**src/hdl/cor_pkg.sv**
```systemverilog
// ----------------------------------------------------------------------------
// cor_pkg: shared types and constants for circle overlap resolution
// Fixed-point widths, the sideband record that travels with each pair, and
// the saturation helper for corner positions.
// ----------------------------------------------------------------------------
package cor_pkg;

    localparam int POS_W  = 24;   // corner position, signed Q15.8
    localparam int RAD_W  = 16;   // radius and scale, unsigned Q8.8
    localparam int PRD_W  = 32;   // radius times scale
    localparam int CEN_W  = 25;   // circle centre, signed
    localparam int DIF_W  = 26;   // centre difference, signed
    localparam int MAG_W  = 25;   // magnitude of a centre difference
    localparam int SQ_W   = 50;   // square of a magnitude
    localparam int D2_W   = 51;   // squared distance
    localparam int RS_W   = 17;   // radius sum
    localparam int RSQ_W  = 34;   // squared radius sum, also the root operand
    localparam int ROOT_W = 17;   // square root result
    localparam int REM_W  = 19;   // square root remainder
    localparam int NUM_W  = 34;   // divider dividend
    localparam int DVS_W  = 18;   // divider divisor
    localparam int QUO_W  = 16;   // push magnitude
    localparam int EXT_W  = 26;   // corner plus push before saturation

    localparam logic [RAD_W-1:0] SCALE_RESET = 16'd256;
    localparam logic signed [POS_W-1:0] POS_MAX = 24'sh7FFFFF;
    localparam logic signed [POS_W-1:0] POS_MIN = -24'sh800000;

    typedef struct packed {
        logic signed [POS_W-1:0] x1;
        logic signed [POS_W-1:0] y1;
        logic signed [POS_W-1:0] x2;
        logic signed [POS_W-1:0] y2;
        logic                    sx;
        logic                    sy;
        logic [ROOT_W-1:0]       mx;
        logic [ROOT_W-1:0]       my;
        logic [RS_W-1:0]         rsum;
        logic                    push;
        logic                    overlapping;
        logic                    coincide;
    } side_t;

    function automatic logic signed [POS_W-1:0] sat_pos(input logic signed [EXT_W-1:0] v);
        logic signed [EXT_W-1:0] hi;
        logic signed [EXT_W-1:0] lo;
        begin
            hi = EXT_W'(POS_MAX);
            lo = EXT_W'(POS_MIN);
            if (v > hi)
            begin
                sat_pos = POS_MAX;
            end
            else if (v < lo)
            begin
                sat_pos = POS_MIN;
            end
            else
            begin
                sat_pos = v[POS_W-1:0];
            end
        end
    endfunction

endpackage

```
**src/hdl/cor_div_pipe.sv**
```systemverilog
// ----------------------------------------------------------------------------
// cor_div_pipe: pipelined restoring divider, two lanes with a shared divisor
// One quotient bit per stage for the x and y push magnitudes.
// ----------------------------------------------------------------------------
module cor_div_pipe
    import cor_pkg::*;
(
    input  logic             clk,
    input  logic             rst_n,
    input  logic             en,
    input  logic             in_valid,
    input  logic [NUM_W-1:0] in_num_x,
    input  logic [NUM_W-1:0] in_num_y,
    input  logic [DVS_W-1:0] in_den,
    input  side_t            in_side,
    output logic             out_valid,
    output logic [QUO_W-1:0] out_quo_x,
    output logic [QUO_W-1:0] out_quo_y,
    output side_t            out_side
);

    logic [QUO_W-1:0] valid_reg;
    logic [NUM_W-1:0] remx_reg [QUO_W];
    logic [NUM_W-1:0] remy_reg [QUO_W];
    logic [QUO_W-1:0] qx_reg   [QUO_W];
    logic [QUO_W-1:0] qy_reg   [QUO_W];
    logic [DVS_W-1:0] den_reg  [QUO_W];
    side_t            side_reg [QUO_W];

    genvar g;
    generate
        for (g = 0; g < QUO_W; g++)
        begin : g_stage
            logic             v_in;
            logic [NUM_W-1:0] remx_in;
            logic [NUM_W-1:0] remy_in;
            logic [QUO_W-1:0] qx_in;
            logic [QUO_W-1:0] qy_in;
            logic [DVS_W-1:0] den_in;
            side_t            side_in;
            logic [NUM_W-1:0] dsh;

            if (g == 0)
            begin : g_first
                assign v_in    = in_valid;
                assign remx_in = in_num_x;
                assign remy_in = in_num_y;
                assign qx_in   = '0;
                assign qy_in   = '0;
                assign den_in  = in_den;
                assign side_in = in_side;
            end
            else
            begin : g_next
                assign v_in    = valid_reg[g-1];
                assign remx_in = remx_reg[g-1];
                assign remy_in = remy_reg[g-1];
                assign qx_in   = qx_reg[g-1];
                assign qy_in   = qy_reg[g-1];
                assign den_in  = den_reg[g-1];
                assign side_in = side_reg[g-1];
            end

            // Divisor aligned to the quotient bit decided in this stage.
            assign dsh = NUM_W'(den_in) << (QUO_W - 1 - g);

            always_ff @(posedge clk or negedge rst_n)
            begin
                if (!rst_n)
                begin
                    valid_reg[g] <= 1'b0;
                end
                else if (en)
                begin
                    valid_reg[g] <= v_in;
                end
            end

            always_ff @(posedge clk)
            begin
                if (en)
                begin
                    den_reg[g]  <= den_in;
                    side_reg[g] <= side_in;
                    if (remx_in >= dsh)
                    begin
                        remx_reg[g] <= remx_in - dsh;
                        qx_reg[g]   <= qx_in | (QUO_W'(1) << (QUO_W - 1 - g));
                    end
                    else
                    begin
                        remx_reg[g] <= remx_in;
                        qx_reg[g]   <= qx_in;
                    end
                    if (remy_in >= dsh)
                    begin
                        remy_reg[g] <= remy_in - dsh;
                        qy_reg[g]   <= qy_in | (QUO_W'(1) << (QUO_W - 1 - g));
                    end
                    else
                    begin
                        remy_reg[g] <= remy_in;
                        qy_reg[g]   <= qy_in;
                    end
                end
            end
        end
    endgenerate

    assign out_valid = valid_reg[QUO_W-1];
    assign out_quo_x = qx_reg[QUO_W-1];
    assign out_quo_y = qy_reg[QUO_W-1];
    assign out_side  = side_reg[QUO_W-1];

endmodule

```
**config.mk**
```make
export PLATFORM = sky130hd
export DESIGN_NAME = cor_div_pipe
export DESIGN_NICKNAME = d
export VERILOG_FILES = /design/src/hdl/cor_pkg.sv /design/src/hdl/cor_div_pipe.sv
export SDC_FILE = /design/constraint.sdc
export NUM_CORES = 2
export LEC_CHECK = 0
export BUFFER_PORTS_ARGS = -buffer_cell sky130_fd_sc_hd__buf_4
export CORE_UTILIZATION = 68
export CTS_BUF_LIST = sky130_fd_sc_hd__clkbuf_2 sky130_fd_sc_hd__clkbuf_4 sky130_fd_sc_hd__clkbuf_8
export DETAILED_ROUTE_END_ITERATION = 10
export GPL_ROUTABILITY_DRIVEN = 0
export PLACE_DENSITY = 0.86
export SYNTH_ARGS = -nofsm -noshare
export SYNTH_HDL_FRONTEND = slang
export SYNTH_MEMORY_MAX_BITS = 65536
export SYNTH_SLANG_ARGS = --single-unit
```
**constraint.sdc**
```tcl
create_clock -name clk -period 5.2 [get_ports clk]
set_input_delay 1.04 -clock clk [delete_from_list [all_inputs] [get_ports clk]]
set_output_delay 1.04 -clock clk [all_outputs]
set_load 0.02 [all_outputs]
```
Word level (Yosys, flattened, before mapping)
Memory sizes are Yosys's and may differ from the RTL's.
Index checks and enable logic that the tools add are counted.
Widths: inputs -> output; s select.
{ "classes": {"mux": 258, "n_addsub": 32, "order_cmp": 32, "bitwise_logic": 64} }
{ "op_table": {"columns": ["cell", "n"], "rows": [
  ["$mux 34", 32],
  ["$mux 16", 32],
  ["$mux 1", 194],
  ["$ge 34x18->1", 2],
  ["$ge 34x19->1", 2],
  ["$ge 34x20->1", 2],
  ["$ge 34x21->1", 2],
  ["$ge 34x22->1", 2],
  ["$ge 34x23->1", 2],
  ["$ge 34x24->1", 2],
  ["$ge 34x25->1", 2],
  ["$ge 34x26->1", 2],
  ["$ge 34x27->1", 2],
  ["$ge 34x28->1", 2],
  ["$ge 34x29->1", 2],
  ["$ge 34x30->1", 2],
  ["$ge 34x31->1", 2],
  ["$ge 34x32->1", 2],
  ["$ge 34x33->1", 2],
  ["$sub 34x18->34", 2],
  ["$sub 34x19->34", 2],
  ["$sub 34x20->34", 2],
  ["$sub 34x21->34", 2],
  ["$sub 34x22->34", 2],
  ["12 further kinds", 86]
]} }
{ "totals": {"register_bits": 16, "n_memories": 6, "ram_bits": 4320, "inputBits": 242, "wordCells": 408} }
{ "memory_table": {"columns": ["memory", "words", "width", "rd", "rd_ports_with_merged_regs", "write_ports", "line_no", "rtl"], "rows": [
  ["side_reg", 16, 152, 16, 0, 16, "cor_div_pipe.sv:28", "side_t side_reg [QUO_W];"],
  ["remx_reg", 16, 34, 15, 0, 16, "cor_div_pipe.sv:23", "logic [NUM_W-1:0] remx_reg [QUO_W];"],
  ["remy_reg", 16, 34, 15, 0, 16, "cor_div_pipe.sv:24", "logic [NUM_W-1:0] remy_reg [QUO_W];"],
  ["den_reg", 16, 18, 15, 0, 16, "cor_div_pipe.sv:27", "logic [DVS_W-1:0] den_reg [QUO_W];"],
  ["qx_reg", 16, 16, 16, 0, 16, "cor_div_pipe.sv:25", "logic [QUO_W-1:0] qx_reg [QUO_W];"],
  ["qy_reg", 16, 16, 16, 0, 16, "cor_div_pipe.sv:26", "logic [QUO_W-1:0] qy_reg [QUO_W];"]
]} }

Longest topological paths before layout
An unclocked memory read counts as a cell.
{ "logic_depth": {"depth_word": 6, "depth_mapped": 14} }

Worst setup path after synthesis
No wires, ideal clock.
{ "synth_timing": {"path_kind": "in2reg", "start": "input port en", "end": "memory qx_reg[14][4] (netlist: qx_reg[1][100]) (enable)", "stages": 5, "setup_slack_ns": 1.311, "setup_time_ns": 0.423, "t_arrival_ns": 3.466, "required_time_ns": 4.777, "cell_sequence": "clkbuf_1 clkbuf_1 clkbuf_1 clkbuf_1 clkbuf_1"} }
{ "synth_lines": {"columns": ["item", "line_no", "rtl"], "rows": [
  ["from (decl)", "cor_div_pipe.sv:10", "input logic en,"],
  ["to (decl)", "cor_div_pipe.sv:25", null]
]} }

==> results_dict.tcl <==
set metrics [dict create \
    outcome "finished with violations" \
    violations "DRC" \
    ys_seq_area_share_pct 75.4 \
    synth_top_cells_by_area "edfxtp_1 75%, ha_1 4.5%, o21ai_0 1.8%" \
    viasPerCell 5.91 \
    routed_wl_mm 294 \
    cts_buffers 614 \
    io_pins 427 \
    ant_nets 0 \
    ys_warn_count 0 \
    power.switching_w 0.0242 \
    cts_tree "built" \
    post-cts-setup-buffers 0 \
    nNetsFinal 11844 \
    netlist_instances 9985 \
    powerDensity_nw_per_um2 484 \
    initial_core_util_pct 68.5 \
    die_x_um 486 \
    worstHoldStart "in_side[43]" \
    reg2reg_to "remy_reg[1][130]" \
    numClockSinks 4010 \
    switching_share_pct 27.9 \
    worst-path-max-fanout 10 \
    finalPower_w 0.0868 \
    clk_latency_ns 1.07 \
    crit_family "compound AO/OA/AOI/OAI gates" \
    power_frac_clock_pct 29.0 \
    cts.clk_slew.worst_paths_ns 0.06 \
    fin_skew_ns 0.0720 \
    first_global_vias 86146 \
    ys.flop_type "edfxtp_1" \
    cp-end-kind "flop" \
    clockBufferDepth 4 \
    cap_viol_max_count 0 \
    worst_pin_slew_ns 1.20 \
    yosys.area.top_type_share_pct 75.2 \
    pwr-share-comb_pct 21.0 \
    multiInputGateArea_um2 36900 \
    final_common_cell "edfxtp_1" \
    leakagePower_nw 65.3 \
    synth.lib_cells_used.distinct 90 \
    cts_max_level 6 \
    hold_end "side_reg[0][43]" \
    remaining_drc_errors 2 \
    hold_viol 0 \
    final_cell_mix "3,994 x edfxtp_1, 655 x nand2_1, 622 x clkbuf_8, 580 x o21ai_0, 576 x ha_1" \
    finalCritPeriodShare_pct 79.8 \
    core_area_um2 233000 \
    yosys.area.top_type "edfxtp_1" \
    fin_area_um2 179000 \
    hold_path_class "input pin to flop" \
    rsz0062_at_grt "false" \
    hold_depth 1 \
    regArea_um2 120000 \
    syn_avg_cell_area_um2 16.0 \
    power_frac_seq_pct 49.9 \
    setup_tns_ns 0 \
    drv_slew 0 \
    synthArstFlopShare_pct 0.399 \
    cpMostUsedCell "a21oi_1" \
    antenna_found_initial 3 \
    post-route-min-period_ns 4.15 \
    critPathArrivalTime_ns 4.88 \
    rrSetupSlack_ns 1.05 \
    root_buffer "clkbuf_8" \
    dieHeight_um 486 \
    area_growth_pct 12.5 \
    startpoint_type "flop" \
    setup_viol_count_final 0 \
    r2r_cells 11 \
    vias 86121 \
    io_buffers 426 \
    ctsHoldBuffers 62 \
    ys_ff_latch 4010 \
    slew_headroom_pct 19.8 \
    dp_hpwl_mm 200 \
    vdd_drop_max_v 0.000308 \
    synth_area_um2 160000 \
    drive_above_1_share_pct 14.3 \
    cp_cell_sequence "ha_1 > fa_1 > nand2b_1 > a21oi_1 > a221o_1 > o22a_1 > a41o_1 > a21oi_1 > o31a_1 > a2111oi_0 > xor2_1" \
    syn_nets 10833 \
    fmax_mhz 241 \
    worstPathRequired_ns 5.94 \
    grt_pass1_wl_mm 455 \
    worstSetupPathDepth 11 \
    grt_use_total_pct 24.7 \
    slowest_delay_ns 0.81 \
    dr.pass1.iters 11 \
    p_int_w 0.0626 \
    critical_path_class "flop to flop" \
    routedWlPerCell_um 20.2 \
    r2r_start "den_reg[1][36]" \
    dieArea_um2 237000 \
    path_buf_inv 0 \
    drt-initial-drc-count 8734 \
    gr-total-overflow 0 \
    grt_max_degree 220 \
    synth_edf_count 3994 \
    final.fill_count 12379 \
    largest_reg_flops 2432 \
    cts_resized 0 \
    cp_slowest_cell "a2111oi_0" \
    rows 177 \
    dpl_cell_area_um2 167000 \
]
-- cells in the mapped netlist (15+ instances only) --
cell	count
inv_1	456
nand3b_1	29
o21bai_1	42
a21o_1	171
nor4_1	115
a21oi_1	478
fa_1	30
xor2_1	321
and2_1	40
nor3b_1	23
nand4b_1	29
nand2_1	655
and3_1	47
nand3_1	125
o211ai_1	36
o41ai_1	15
or3_1	68
clkbuf_1	158
nor2b_1	109
o21a_1	96
ha_1	576
a21boi_0	24
dfrtp_1	16
nor2_1	443
nor3_1	182
edfxtp_1	3994
o31ai_1	49
or2_2	23
a31oi_1	47
mux2_2	105
nand2b_1	105
nand4_1	78
and4_1	21
o21ai_0	581
nor4b_1	38
a211oi_1	47
o31a_1	30
xnor2_1	306
or4_1	31
-- worst max-delay path by stage --
| stage | to | start |
|---|---|---|
| 2_1_floorplan | qx_reg[1][100] | en |
| 3_3_place_gp | remy_reg[0][18] | in_den[8] |
| 3_5_place_dp | remy_reg[0][18] | in_den[6] |
| 4_1_cts | remy_reg[1][130] | den_reg[1][36] |
| 5_1_grt | remx_reg[1][134] | den_reg[1][36] |
| 6_report | remy_reg[1][130] | den_reg[1][36] |
-- stage by stage --
stage	cells	hold WS, ns	worst slack [ns]	util (%)
after floorplan	9985	0.400	1.31	-
after global placement	13450	0.400	1.05	71.6
after detailed placement	13450	0.405	1.01	71.6
after CTS	14573	0.00390	1.14	77.0
after global routing	14576	0.0317	0.815	77.0
final	14578	0.155	1.05	77.0
-- power by group through the flow --
stage,Sequential (W),Combinational (W),Clock (W)
after floorplan,0.0430,0.0135,0
after global placement,0.0436,0.0166,0
after detailed placement,0.0439,0.0177,0
after CTS,0.0433,0.0178,0.0258
after global routing,0.0437,0.0200,0.0272
final,0.0434,0.0183,0.0252
-- worst register-to-register path, delay by kind of cell, from the launching register on --
kind | cells | cell delay, ns
compound gates | 7 | 2.38
xor+xnor | 1 | 0.16
fa+ha+maj | 2 | 0.70
flops | 1 | 0.47
simple gates | 1 | 0.17
-- cell type report --
class	count	share of cell area, %
flip-flops and latches	4010	67.1
multi-input cells	5347	20.5
clock buffers	842	5.69
repair buffers	566	2.60
well taps	3132	2.18
clock inverters	219	0.961
inverters	457	0.956
diodes	5	0.00697
-- per-layer routing --
metal | wire [um] | track usage [%]
met2 | 151000 | 43.4
met5 | 0 | 0
met4 | 17100 | 14.6
met3 | 17600 | 4.16
met1 | 109000 | 28.5
-- cell families after synthesis --
| kind of cell | synth area share [%] |
|---|---|
| buffers and inverters | 1.49 |
| flip-flops | 75.4 |
| multiplexers | 0.829 |
| adder cells (fa/ha/maj) | 4.89 |
| XOR/XNOR | 3.44 |
| AND/OR/NAND/NOR | 6.95 |
| AO/OA/AOI/OAI | 6.96 |
No activity file was read; power rests on OpenSTA's default activity.
